==> src/rtl/cilp_pkg.sv <==
// Shared types, codes and helpers for the C integer literal parser.
// No dependencies; used by every module in rtl/.
`timescale 1ns / 1ps

package cilp_pkg;

    localparam int ValueBits = 64;

    localparam logic [2:0] PH_START  = 3'd0;
    localparam logic [2:0] PH_ZERO   = 3'd1;
    localparam logic [2:0] PH_PREFIX = 3'd2;
    localparam logic [2:0] PH_DIGITS = 3'd3;
    localparam logic [2:0] PH_SUFFIX = 3'd4;

    localparam logic [1:0] RX_DEC = 2'd0;
    localparam logic [1:0] RX_HEX = 2'd1;
    localparam logic [1:0] RX_BIN = 2'd2;
    localparam logic [1:0] RX_OCT = 2'd3;

    localparam logic [1:0] ST_OK      = 2'd0;
    localparam logic [1:0] ST_INVALID = 2'd1;
    localparam logic [1:0] ST_RANGE   = 2'd2;

    localparam logic [1:0] REG_INT_BITS    = 2'd0;
    localparam logic [1:0] REG_LONG_BITS   = 2'd1;
    localparam logic [1:0] REG_BITINT_BITS = 2'd2;

    localparam logic [2:0] CL_INT    = 3'd0;
    localparam logic [2:0] CL_UINT   = 3'd1;
    localparam logic [2:0] CL_LONG   = 3'd2;
    localparam logic [2:0] CL_ULONG  = 3'd3;
    localparam logic [2:0] CL_LLONG  = 3'd4;
    localparam logic [2:0] CL_ULLONG = 3'd5;
    localparam logic [2:0] CL_BITINT = 3'd6;
    localparam logic [2:0] CL_UBITINT = 3'd7;

    // Token state carried from one character to the next.
    typedef struct packed {
        logic [2:0]           phase;
        logic [1:0]           radix;
        logic [ValueBits-1:0] accum;
        logic                 sep_seen;
        logic [23:0]          suffix_chars;
        logic [2:0]           suffix_count;
        logic [1:0]           error_code;
    } tok_t;

    // Token state handed to the result stage on the final character.
    typedef struct packed {
        logic [2:0]           phase;
        logic [1:0]           radix;
        logic [ValueBits-1:0] accum;
        logic [23:0]          suffix_chars;
        logic [2:0]           suffix_count;
        logic [1:0]           error_code;
    } fin_t;

    // Matches a suffix; returns {found, class}.
    function automatic logic [3:0] suffix_lookup(input logic [23:0] s, input logic [2:0] n);
        logic [7:0] a, b, c;
        logic [3:0] r;
        a = s[7:0];
        b = s[15:8];
        c = s[23:16];
        r = 4'b0;
        if (n == 3'd1) begin
            if (a == "L" || a == "l") r = {1'b1, CL_LONG};
            if (a == "U" || a == "u") r = {1'b1, CL_UINT};
        end else if (n == 3'd2) begin
            if ((a == "L" && b == "L") || (a == "l" && b == "l")) r = {1'b1, CL_LLONG};
            if (((a == "L" || a == "l") && (b == "U" || b == "u"))
                || ((a == "U" || a == "u") && (b == "L" || b == "l")))
                r = {1'b1, CL_ULONG};
            if ((a == "W" && b == "B") || (a == "w" && b == "b")) r = {1'b1, CL_BITINT};
        end else if (n == 3'd3) begin
            if (((a == "L" && b == "L") || (a == "l" && b == "l")) && (c == "U" || c == "u"))
                r = {1'b1, CL_ULLONG};
            if ((a == "U" || a == "u") && ((b == "L" && c == "L") || (b == "l" && c == "l")))
                r = {1'b1, CL_ULLONG};
            if ((a == "U" || a == "u") && ((b == "W" && c == "B") || (b == "w" && c == "b")))
                r = {1'b1, CL_UBITINT};
            if (((a == "W" && b == "B") || (a == "w" && b == "b")) && (c == "U" || c == "u"))
                r = {1'b1, CL_UBITINT};
        end
        return r;
    endfunction

    // Saturates a configured width to lo..64.
    function automatic logic [6:0] clamp_w(input logic [6:0] w, input logic [6:0] lo);
        logic [6:0] r;
        r = w;
        if (w < lo) r = lo;
        if (w > 7'd64) r = 7'd64;
        return r;
    endfunction

endpackage

==> src/rtl/cilp_scan.sv <==
// Per-character scanner: radix detection, digit accumulation, separators, suffix.
// Depends on cilp_pkg.
`timescale 1ns / 1ps

module cilp_scan
(
    input  logic                       clk,
    input  logic                       rst_n,
    input  logic                       take,
    input  logic [7:0]                 ch,
    input  logic                       last,
    output cilp_pkg::fin_t             fin
);

    cilp_pkg::tok_t tok_reg, tok_next, cur;
    logic [7:0]     lc;
    logic [4:0]     dig;
    logic [4:0]     base;
    logic [67:0]    prod;
    logic [68:0]    sum;

    // Suffix character store with overflow marker.
    function automatic cilp_pkg::tok_t add_sfx(input cilp_pkg::tok_t t, input logic [7:0] c);
        cilp_pkg::tok_t r;
        r = t;
        if (t.suffix_count < 3'd3) begin
            r.suffix_chars[8*t.suffix_count[1:0] +: 8] = c;
            r.suffix_count = t.suffix_count + 3'd1;
        end else begin
            r.suffix_count = 3'd4;
        end
        return r;
    endfunction

    // Digit value of the character, 16 when not a hex digit.
    always_comb
    begin
        lc = (ch >= "A" && ch <= "Z") ? ch + 8'd32 : ch;
        if (lc >= "0" && lc <= "9") dig = {1'b0, lc[3:0]};
        else if (lc >= "a" && lc <= "f") dig = 5'(lc - "a" + 8'd10);
        else dig = 5'd16;
    end

    // Radix and phase after the leading characters, then one digit step.
    always_comb
    begin
        cur = tok_reg;
        tok_next = tok_reg;
        base = 5'd10;
        prod = '0;
        sum = '0;
        if (tok_reg.error_code == cilp_pkg::ST_OK) begin
            unique case (tok_reg.phase)
                cilp_pkg::PH_START:
                begin
                    if (ch == "0") begin
                        cur.phase = cilp_pkg::PH_ZERO;
                        cur.radix = cilp_pkg::RX_OCT;
                    end else if (ch >= "1" && ch <= "9") begin
                        cur.phase = cilp_pkg::PH_DIGITS;
                    end else begin
                        cur.error_code = cilp_pkg::ST_INVALID;
                    end
                end
                cilp_pkg::PH_ZERO:
                begin
                    if (lc == "x") begin
                        cur.radix = cilp_pkg::RX_HEX;
                        cur.phase = cilp_pkg::PH_PREFIX;
                    end else if (lc == "b") begin
                        cur.radix = cilp_pkg::RX_BIN;
                        cur.phase = cilp_pkg::PH_PREFIX;
                    end else begin
                        cur.phase = cilp_pkg::PH_DIGITS;
                    end
                end
                cilp_pkg::PH_PREFIX, cilp_pkg::PH_DIGITS: cur.phase = cilp_pkg::PH_DIGITS;
                default: ;
            endcase
            tok_next = cur;
            // A digit step happens when the phase just became or stays digits.
            if (cur.phase == cilp_pkg::PH_DIGITS) begin
                unique case (cur.radix)
                    cilp_pkg::RX_HEX: base = 5'd16;
                    cilp_pkg::RX_BIN: base = 5'd2;
                    cilp_pkg::RX_OCT: base = 5'd8;
                    default:          base = 5'd10;
                endcase
                prod = cur.accum * 4'(base - 5'd1) + {4'b0, cur.accum};
                sum = {1'b0, prod} + {64'b0, dig};
                if (dig < base) begin
                    if (prod[67:64] != 4'b0 || sum[68:64] != 5'b0) begin
                        tok_next.error_code = cilp_pkg::ST_RANGE;
                    end else begin
                        tok_next.accum = sum[63:0];
                        tok_next.sep_seen = 1'b0;
                    end
                end else if (ch == 8'h27) begin
                    if (cur.sep_seen) tok_next.error_code = cilp_pkg::ST_INVALID;
                    else tok_next.sep_seen = 1'b1;
                end else begin
                    tok_next = add_sfx(cur, ch);
                    tok_next.phase = cilp_pkg::PH_SUFFIX;
                end
            end else if (cur.phase == cilp_pkg::PH_SUFFIX) begin
                tok_next = add_sfx(cur, ch);
            end
        end
    end

    assign fin = '{phase: tok_next.phase, radix: tok_next.radix, accum: tok_next.accum,
                   suffix_chars: tok_next.suffix_chars,
                   suffix_count: tok_next.suffix_count,
                   error_code: tok_next.error_code};

    // Token state; cleared after the final character.
    always_ff @(posedge clk or negedge rst_n)
    begin
        if (!rst_n) begin
            tok_reg <= '0;
        end else if (take) begin
            if (last) tok_reg <= '0;
            else      tok_reg <= tok_next;
        end
    end

    a_err_sticky: assert property (@(posedge clk) disable iff (!rst_n)
        (take && !last && tok_reg.error_code != cilp_pkg::ST_OK)
        |=> (tok_reg.error_code == $past(tok_reg.error_code)))
        else $error("error code changed mid-token");
    a_clear: assert property (@(posedge clk) disable iff (!rst_n)
        (take && last) |=> (tok_reg == '0))
        else $error("token state not cleared");
    a_sfx_cnt: assert property (@(posedge clk) disable iff (!rst_n)
        (tok_reg.suffix_count != 3'd0) |-> (tok_reg.phase == cilp_pkg::PH_SUFFIX))
        else $error("suffix count outside suffix phase");

endmodule

==> src/rtl/cilp_finish.sv <==
// Result logic: suffix match, type promotion and _BitInt width.
// Depends on cilp_pkg.
`timescale 1ns / 1ps

module cilp_finish
(
    input  cilp_pkg::fin_t fin,
    input  logic [6:0]     int_bits,
    input  logic [6:0]     long_bits,
    input  logic [6:0]     bitint_max_bits,
    output logic [1:0]     status,
    output logic [2:0]     type_class,
    output logic [6:0]     bitint_bits
);

    logic [1:0]  err;
    logic [3:0]  sfx;
    logic [2:0]  cls;
    logic [6:0]  iw, lw, lim, w;
    logic [5:0]  fits;
    logic [63:0] n;
    logic        dec_step;

    // Top set bit position of the value, at least one bit.
    always_comb
    begin
        w = 7'd1;
        for (int i = 0; i < 64; i++) begin
            if (n[i]) w = 7'(i + 1);
        end
    end

    always_comb
    begin
        n = fin.accum;
        iw = cilp_pkg::clamp_w(int_bits, 7'd16);
        lw = cilp_pkg::clamp_w(long_bits, 7'd16);
        lim = cilp_pkg::clamp_w(bitint_max_bits, 7'd2);
        // Value fits class k when it is below 2^(width - signed).
        fits[0] = (w <= iw - 7'd1);
        fits[1] = (w <= iw);
        fits[2] = (w <= lw - 7'd1);
        fits[3] = (w <= lw);
        fits[4] = !n[63];
        fits[5] = 1'b1;
        sfx = cilp_pkg::suffix_lookup(fin.suffix_chars, fin.suffix_count);
        err = fin.error_code;
        cls = cilp_pkg::CL_INT;
        bitint_bits = 7'd0;
        dec_step = 1'b0;
        if (err == cilp_pkg::ST_OK && (fin.phase == cilp_pkg::PH_PREFIX
                                       || fin.phase == cilp_pkg::PH_START))
            err = cilp_pkg::ST_INVALID;
        if (err == cilp_pkg::ST_OK && fin.phase == cilp_pkg::PH_SUFFIX) begin
            if (sfx[3]) cls = sfx[2:0];
            else err = cilp_pkg::ST_INVALID;
        end
        if (err == cilp_pkg::ST_OK) begin
            if (cls == cilp_pkg::CL_BITINT) begin
                if (w >= lim) err = cilp_pkg::ST_RANGE;
                else bitint_bits = w + 7'd1;
            end else if (cls == cilp_pkg::CL_UBITINT) begin
                if (w > lim) err = cilp_pkg::ST_RANGE;
                else bitint_bits = w;
            end else begin
                // Decimal signed classes skip the unsigned ones.
                dec_step = !cls[0] && fin.radix == cilp_pkg::RX_DEC;
                case (cls)
                    cilp_pkg::CL_INT:
                        if (fits[0]) cls = cilp_pkg::CL_INT;
                        else if (!dec_step && fits[1]) cls = cilp_pkg::CL_UINT;
                        else if (fits[2]) cls = cilp_pkg::CL_LONG;
                        else if (!dec_step && fits[3]) cls = cilp_pkg::CL_ULONG;
                        else if (fits[4]) cls = cilp_pkg::CL_LLONG;
                        else if (!dec_step) cls = cilp_pkg::CL_ULLONG;
                        else err = cilp_pkg::ST_RANGE;
                    cilp_pkg::CL_UINT:
                        if (fits[1]) cls = cilp_pkg::CL_UINT;
                        else if (fits[3]) cls = cilp_pkg::CL_ULONG;
                        else cls = cilp_pkg::CL_ULLONG;
                    cilp_pkg::CL_LONG:
                        if (fits[2]) cls = cilp_pkg::CL_LONG;
                        else if (!dec_step && fits[3]) cls = cilp_pkg::CL_ULONG;
                        else if (fits[4]) cls = cilp_pkg::CL_LLONG;
                        else if (!dec_step) cls = cilp_pkg::CL_ULLONG;
                        else err = cilp_pkg::ST_RANGE;
                    cilp_pkg::CL_ULONG:
                        if (fits[3]) cls = cilp_pkg::CL_ULONG;
                        else cls = cilp_pkg::CL_ULLONG;
                    cilp_pkg::CL_LLONG:
                        if (fits[4]) cls = cilp_pkg::CL_LLONG;
                        else if (!dec_step) cls = cilp_pkg::CL_ULLONG;
                        else err = cilp_pkg::ST_RANGE;
                    default: cls = cilp_pkg::CL_ULLONG;
                endcase
            end
        end
        status = err;
        type_class = (err == cilp_pkg::ST_OK) ? cls : 3'd0;
        if (err != cilp_pkg::ST_OK) bitint_bits = 7'd0;
    end

endmodule

==> src/rtl/c_integer_literal_parser.sv <==
// Top level of the C integer literal parser: config registers, scanner, output stage.
// Depends on cilp_pkg, cilp_scan and cilp_finish.
`timescale 1ns / 1ps
//
// Usage:
// One character enters per beat on s_axis (tdata = ch, tlast marks the final
// character of the literal). One result beat per literal is presented on m_axis
// from the cycle after its final character is accepted. tdata carries, from the
// lowest bit: status[1:0], type_class[4:2], bitint_bits[11:5], value[75:12].
// The block takes one character every cycle when not stalled; the token state
// register in the scanner is the only loop, closed by a single digit step. The
// output register frees itself in the cycle the receiver takes the beat, so a
// stalled receiver holds input only while a result is still waiting and a new
// final character arrives. Configuration writes (cfg_index 0 int_bits, 1
// long_bits, 2 bitint_max_bits) are taken at once; the user must write them
// only while idle, which the block does not enforce. Reset clears the token
// state and returns the widths to 32, 64 and 64. Non-final characters never stall.

module c_integer_literal_parser
(
    input  logic        clk,
    input  logic        rst_n,
    input  logic        s_axis_tvalid,
    output logic        s_axis_tready,
    input  logic [7:0]  s_axis_tdata,   // ch[7:0]
    input  logic        s_axis_tlast,
    output logic        m_axis_tvalid,
    input  logic        m_axis_tready,
    output logic [79:0] m_axis_tdata,   // status, type_class, bitint_bits, value, zero pad
    input  logic        cfg_valid,
    output logic        cfg_ready,
    input  logic [1:0]  cfg_index,
    input  logic [6:0]  cfg_data
);

    logic [6:0]     int_bits_reg, long_bits_reg, bitint_bits_reg;
    logic           take;
    cilp_pkg::fin_t fin;
    logic [1:0]     status;
    logic [2:0]     type_class;
    logic [6:0]     bitint_bits;
    logic           out_valid_reg;
    logic [75:0]    out_data_reg;

    assign cfg_ready = 1'b1;
    assign s_axis_tready = !out_valid_reg || m_axis_tready || !s_axis_tlast;
    assign take = s_axis_tvalid && s_axis_tready;

    // Configuration registers.
    always_ff @(posedge clk or negedge rst_n)
    begin
        if (!rst_n) begin
            int_bits_reg    <= 7'd32;
            long_bits_reg   <= 7'd64;
            bitint_bits_reg <= 7'd64;
        end else if (cfg_valid) begin
            unique case (cfg_index)
                cilp_pkg::REG_INT_BITS:    int_bits_reg <= cfg_data;
                cilp_pkg::REG_LONG_BITS:   long_bits_reg <= cfg_data;
                cilp_pkg::REG_BITINT_BITS: bitint_bits_reg <= cfg_data;
                default: ;
            endcase
        end
    end

    cilp_scan u_scan
    (
        .clk   (clk),
        .rst_n (rst_n),
        .take  (take),
        .ch    (s_axis_tdata),
        .last  (s_axis_tlast),
        .fin   (fin)
    );

    cilp_finish u_finish
    (
        .fin             (fin),
        .int_bits        (int_bits_reg),
        .long_bits       (long_bits_reg),
        .bitint_max_bits (bitint_bits_reg),
        .status          (status),
        .type_class      (type_class),
        .bitint_bits     (bitint_bits)
    );

    // Output register.
    always_ff @(posedge clk or negedge rst_n)
    begin
        if (!rst_n) begin
            out_valid_reg <= 1'b0;
        end else if (take && s_axis_tlast) begin
            out_valid_reg <= 1'b1;
        end else if (m_axis_tready) begin
            out_valid_reg <= 1'b0;
        end
    end

    always_ff @(posedge clk)
    begin
        if (take && s_axis_tlast) begin
            out_data_reg <= {(status == cilp_pkg::ST_OK) ? fin.accum : 64'd0,
                             bitint_bits, type_class, status};
        end
    end

    assign m_axis_tvalid = out_valid_reg;
    assign m_axis_tdata  = {4'b0, out_data_reg};

    a_no_drop: assert property (@(posedge clk) disable iff (!rst_n)
        (m_axis_tvalid && !m_axis_tready) |=> m_axis_tvalid)
        else $error("result dropped while stalled");
    a_err_zero: assert property (@(posedge clk) disable iff (!rst_n)
        (m_axis_tvalid && m_axis_tdata[1:0] != cilp_pkg::ST_OK) |-> (m_axis_tdata[75:2] == '0))
        else $error("error result carries data");
    a_no_overrun: assert property (@(posedge clk) disable iff (!rst_n)
        (take && s_axis_tlast) |-> (!out_valid_reg || m_axis_tready))
        else $error("result overwritten");

endmodule

==> config.mk <==
export PLATFORM = sky130hd
export DESIGN_NAME = c_integer_literal_parser
export DESIGN_NICKNAME = d
export VERILOG_FILES = /design/src/rtl/cilp_pkg.sv /design/src/rtl/cilp_scan.sv /design/src/rtl/cilp_finish.sv /design/src/rtl/c_integer_literal_parser.sv
export SDC_FILE = /design/constraint.sdc
export NUM_CORES = 1
export LEC_CHECK = 0
export ABC_AREA = 1
export BUFFER_PORTS_ARGS = -buffer_cell sky130_fd_sc_hd__clkbuf_2
export CAP_MARGIN = 20
export CORE_UTILIZATION = 40
export CTS_CLUSTER_SIZE = 28
export DETAILED_ROUTE_END_ITERATION = 7
export GPL_ROUTABILITY_DRIVEN = 0
export MAX_ROUTING_LAYER = met4
export PLACE_DENSITY_LB_ADDON = 0.08
export REMOVE_ABC_BUFFERS = 1
export SYNTH_ARGS = -nofsm -noshare
export SYNTH_HDL_FRONTEND = slang
export SYNTH_SLANG_ARGS = --single-unit
export TNS_END_PERCENT = 1
==> constraint.sdc <==
create_clock -name clk -period 22.3 [get_ports clk]
set_input_delay 0 -clock clk [delete_from_list [all_inputs] [get_ports clk]]
set_output_delay 0 -clock clk [all_outputs]
set_load 0.1 [all_outputs]
==> flow_results.xml <==
<?xml version="1.0" encoding="UTF-8"?>
<metrics>
  <group name="synth">
    <metric name="synth.largest_area_cell" unit="">sky130_fd_sc_hd__nand2_1</metric>
    <metric name="ys.flop_type" unit="">sky130_fd_sc_hd__dfrtp_1</metric>
    <metric name="unique_masters_post_synth" unit="">68</metric>
    <metric name="synthesis.yosys.warnings" unit="">0</metric>
    <metric name="syn-mean-instance-area" unit="um2">6.48</metric>
    <metric name="yosysSeqAreaShare" unit="%">19.7</metric>
    <metric name="ys_async_sr_fraction" unit="%">61.4</metric>
    <metric name="synth.ff_latch_count" unit="">197</metric>
    <metric name="netlist.area_leader.share" unit="%">16.5</metric>
    <metric name="cell_count_after_synthesis" unit="">4169</metric>
    <metric name="number_of_enable_flip_flop_cells_after_synthesis" unit="">76</metric>
    <metric name="yosys-top-cells-area" unit="">sky130_fd_sc_hd__nand2_1, sky130_fd_sc_hd__dfrtp_1, sky130_fd_sc_hd__fa_1, sky130_fd_sc_hd__inv_1, sky130_fd_sc_hd__ha_1</metric>
    <metric name="mappedNetlistArea" unit="mm2">0.0270</metric>
  </group>
  <group name="die">
    <metric name="core.rowCount" unit="">94</metric>
    <metric name="i_o_pin_count" unit="">106</metric>
    <metric name="die_x" unit="um">262</metric>
    <metric name="dieArea" unit="mm2">0.0686</metric>
    <metric name="core_area" unit="mm2">0.0663</metric>
    <metric name="die_h" unit="um">262</metric>
    <metric name="start_util" unit="%">40.7</metric>
  </group>
  <group name="clocking">
    <metric name="post_cts_buffers" unit="">0</metric>
    <metric name="insertion_delay" unit="ns">0.54</metric>
    <metric name="cts_inserted_buffers" unit="">17</metric>
    <metric name="clock_sink_count" unit="">197</metric>
    <metric name="tritoncts" unit="">done</metric>
    <metric name="clkSlewWorstSetupHoldPaths" unit="ns">0.09</metric>
    <metric name="htree_levels" unit="">4</metric>
    <metric name="buffers_from_clock_root_to_sink_at_most" unit="">2</metric>
    <metric name="ctsRootBufferMaster" unit="">sky130_fd_sc_hd__clkbuf_16</metric>
  </group>
  <group name="critical_path">
    <metric name="critical_path.max_fanout" unit="">67</metric>
    <metric name="crit_path_top_delay_cell" unit="">sky130_fd_sc_hd__clkinv_2</metric>
    <metric name="worstPathRequired" unit="ns">22.57</metric>
    <metric name="crit_type" unit="">reg2reg</metric>
    <metric name="endpoint_kind" unit="">flop</metric>
    <metric name="path_common_cell" unit="">sky130_fd_sc_hd__nand2_1</metric>
    <metric name="cp_slowest_stage_delay" unit="ns">0.83</metric>
    <metric name="worst_ep_arrival_time" unit="ns">16.55</metric>
    <metric name="worstSetupStartpointType" unit="">flop</metric>
  </group>
  <group name="finish">
    <metric name="filler_cell_count" unit="">7222</metric>
    <metric name="flip_flop_count_of_the_largest_register_after_layout" unit="">92</metric>
    <metric name="drive_above_1_share" unit="%">7.70</metric>
    <metric name="regArea" unit="mm2">0.00531</metric>
    <metric name="area_growth" unit="%">7.67</metric>
    <metric name="area_of_the_multi_input_gates" unit="mm2">0.0187</metric>
    <metric name="nets" unit="">4575</metric>
    <metric name="layout.cells.most_common_list" unit="">sky130_fd_sc_hd__nand2_1, sky130_fd_sc_hd__inv_1, sky130_fd_sc_hd__nor2_1</metric>
    <metric name="layout_commonest_cell" unit="">sky130_fd_sc_hd__nand2_1</metric>
    <metric name="final_cells" unit="">5112</metric>
    <metric name="finalCoreUtilization" unit="%">43.9</metric>
  </group>
  <group name="global_route">
    <metric name="grt-ovfl-total" unit="">0</metric>
    <metric name="grt_start_max_net_pins" unit="">86</metric>
    <metric name="grt_first_pass_wirelength" unit="um">141000</metric>
    <metric name="grt.total_usage" unit="%">27.2</metric>
    <metric name="vias_in_the_first_global_route" unit="">25400</metric>
    <metric name="antenna_found_initial" unit="">2</metric>
  </group>
  <group name="sta">
    <metric name="timing.max_slew.rel_slack" unit="%">23.2</metric>
    <metric name="timing.fmax" unit="MHz">61.4</metric>
    <metric name="min_period_over_period" unit="%">73.0</metric>
    <metric name="fin_worst_skew" unit="ns">0.0332</metric>
    <metric name="rsz0062_at_grt" unit="">false</metric>
    <metric name="tightest_slew" unit="ns">1.15</metric>
    <metric name="finalWorstPathRequiredPeriod" unit="ns">16.28</metric>
    <metric name="holdWs" unit="ns">0.0219</metric>
    <metric name="setup_total_negative_slack" unit="ns">0</metric>
    <metric name="setup_violations" unit="">0</metric>
    <metric name="timing.final.hold_violations" unit="">0</metric>
    <metric name="report.final.slew_viol_count" unit="">0</metric>
  </group>
  <group name="detailed_routing">
    <metric name="drtAntennaViolNets" unit="">0</metric>
    <metric name="drt_pass1_iterations" unit="">8</metric>
    <metric name="route.detailed.wl_per_inst" unit="um">17.4</metric>
    <metric name="vias" unit="">26400</metric>
    <metric name="post_detailed_route_via_to_cell_ratio" unit="">5.17</metric>
    <metric name="drt-total-wl" unit="um">89200</metric>
    <metric name="drt_iter0_drc" unit="">1964</metric>
    <metric name="detail_route.drc_violations" unit="">0</metric>
  </group>
  <group name="flow_run">
    <metric name="max_cap_viol_count" unit="">0</metric>
  </group>
  <group name="status">
    <metric name="status" unit="">completed</metric>
  </group>
  <group name="power_and_ir_drop">
    <metric name="total_power" unit="uW">1100</metric>
    <metric name="power-per-cell-area" unit="mW/mm2">37.7</metric>
    <metric name="leakage" unit="uW">0.0149</metric>
    <metric name="peak_supply_drop" unit="V">0.0000661</metric>
  </group>
  <group name="placement">
    <metric name="port_buffers" unit="">100</metric>
    <metric name="hpwl" unit="um">71500</metric>
    <metric name="placedCellCount" unit="">5067</metric>
  </group>
  <group name="worst_hold_path">
    <metric name="hold_path_class" unit="">in2reg</metric>
  </group>
</metrics>
## kinds of logic after synthesis
kind of cell / synth area share, %
other cells: 0.0278
simple gates: 32.7
compound gates: 12.4
buf+inv: 11.5
fa+ha+maj: 18.3
xor+xnor: 5.44
flops: 19.7
## stage by stage
step | setup WS, ns | instance area, um2
after global routing | 4.44 | 29100
after CTS | 6.06 | 29100
final | 6.02 | 29100
after global placement | 5.86 | 28400
after floorplan | 7.94 | 26600
after detailed placement | 5.75 | 28400
## area by class of cell
| class | instances | share of cell area, % |
|---|---|---|
| timing repair buffer | 129 | 2.58 |
| tap | 864 | 3.72 |
| clock inverter | 14 | 0.585 |
| inverter | 713 | 9.22 |
| multi-input combinational | 3175 | 64.1 |
| antenna | 2 | 0.0172 |
| sequential | 197 | 18.3 |
| clock buffer | 18 | 1.51 |
## path summary, 6_finish.rpt
kind	startpoint	endpoint	slack, ns	cells past startpoint
worst max-delay path	u_scan.tok_reg[96]$_DFFE_PN0P_	out_data_reg[11]$_SDFFCE_PP0P_	6.02	109
worst min-delay path	cfg_valid	bitint_bits_reg[6]$_DFFE_PN1P_	0.02	3
worst max register to register	u_scan.tok_reg[96]$_DFFE_PN0P_	out_data_reg[11]$_SDFFCE_PP0P_	6.02	109
worst min register to register	int_bits_reg[2]$_DFFE_PN0P_	int_bits_reg[2]$_DFFE_PN0P_	0.49	2
max in group asynchronous	rst_n	u_scan.cur[84]$_DFFE_PN0P_	20.90	3
min in group asynchronous	rst_n	u_scan.cur[49]$_DFFE_PN0P_	0.09	2
## per-layer routing
metal / track usage, % / vias up / part of all wire [%]
li1: - / 13400 / -
met3: 3.12 / 121 / 4.3
met4: 9.06 / 0 / 3.0
met2: 44.4 / 630 / 47
met5: - / - / 0
met1: 34.9 / 12300 / 45
## cell usage after synthesis (all sizes together) (3+ instances only)
cell type  number
nand2        1216
inv           702
nor2          502
o21ai         265
nand3         226
ha            193
fa            126
a21oi         120
dfrtp         118
o22ai          94
xor2           91
edfxtp         76
xnor2          76
nor3           54
clkbuf         53
nand4          42
o211ai         41
buf            34
nor4           19
or2            17
a31oi          16
a22oi          12
nand3b         12
clkinv         11
a211oi          8
o21bai          8
a21boi          3
a32oi           3
and2            3
dfstp           3
o31ai           3
## power by group
group / switching, uW / total, uW / internal (uW)
Clock: 191 / 347 / 156
Combinational: 261 / 344 / 82.2
Sequential: 13.4 / 408 / 394
## worst max-delay path, delay by kind of cell (launching register included)
family / cells / cell delay (ns)
buffers and inverters: 11 / 3.31
and+or+nand+nor: 81 / 8.19
DFF: 1 / 0.42
adders and majority gates: 5 / 1.99
xor gates and xnor gates: 3 / 0.50
AOI/OAI and AO/OA: 9 / 1.45
## repair_timing
item	in CTS	in global routing
hold endpoints to repair	91	0
resized for setup	0	0
hold buffers	11	0
(Power assumes the default switching activity.)
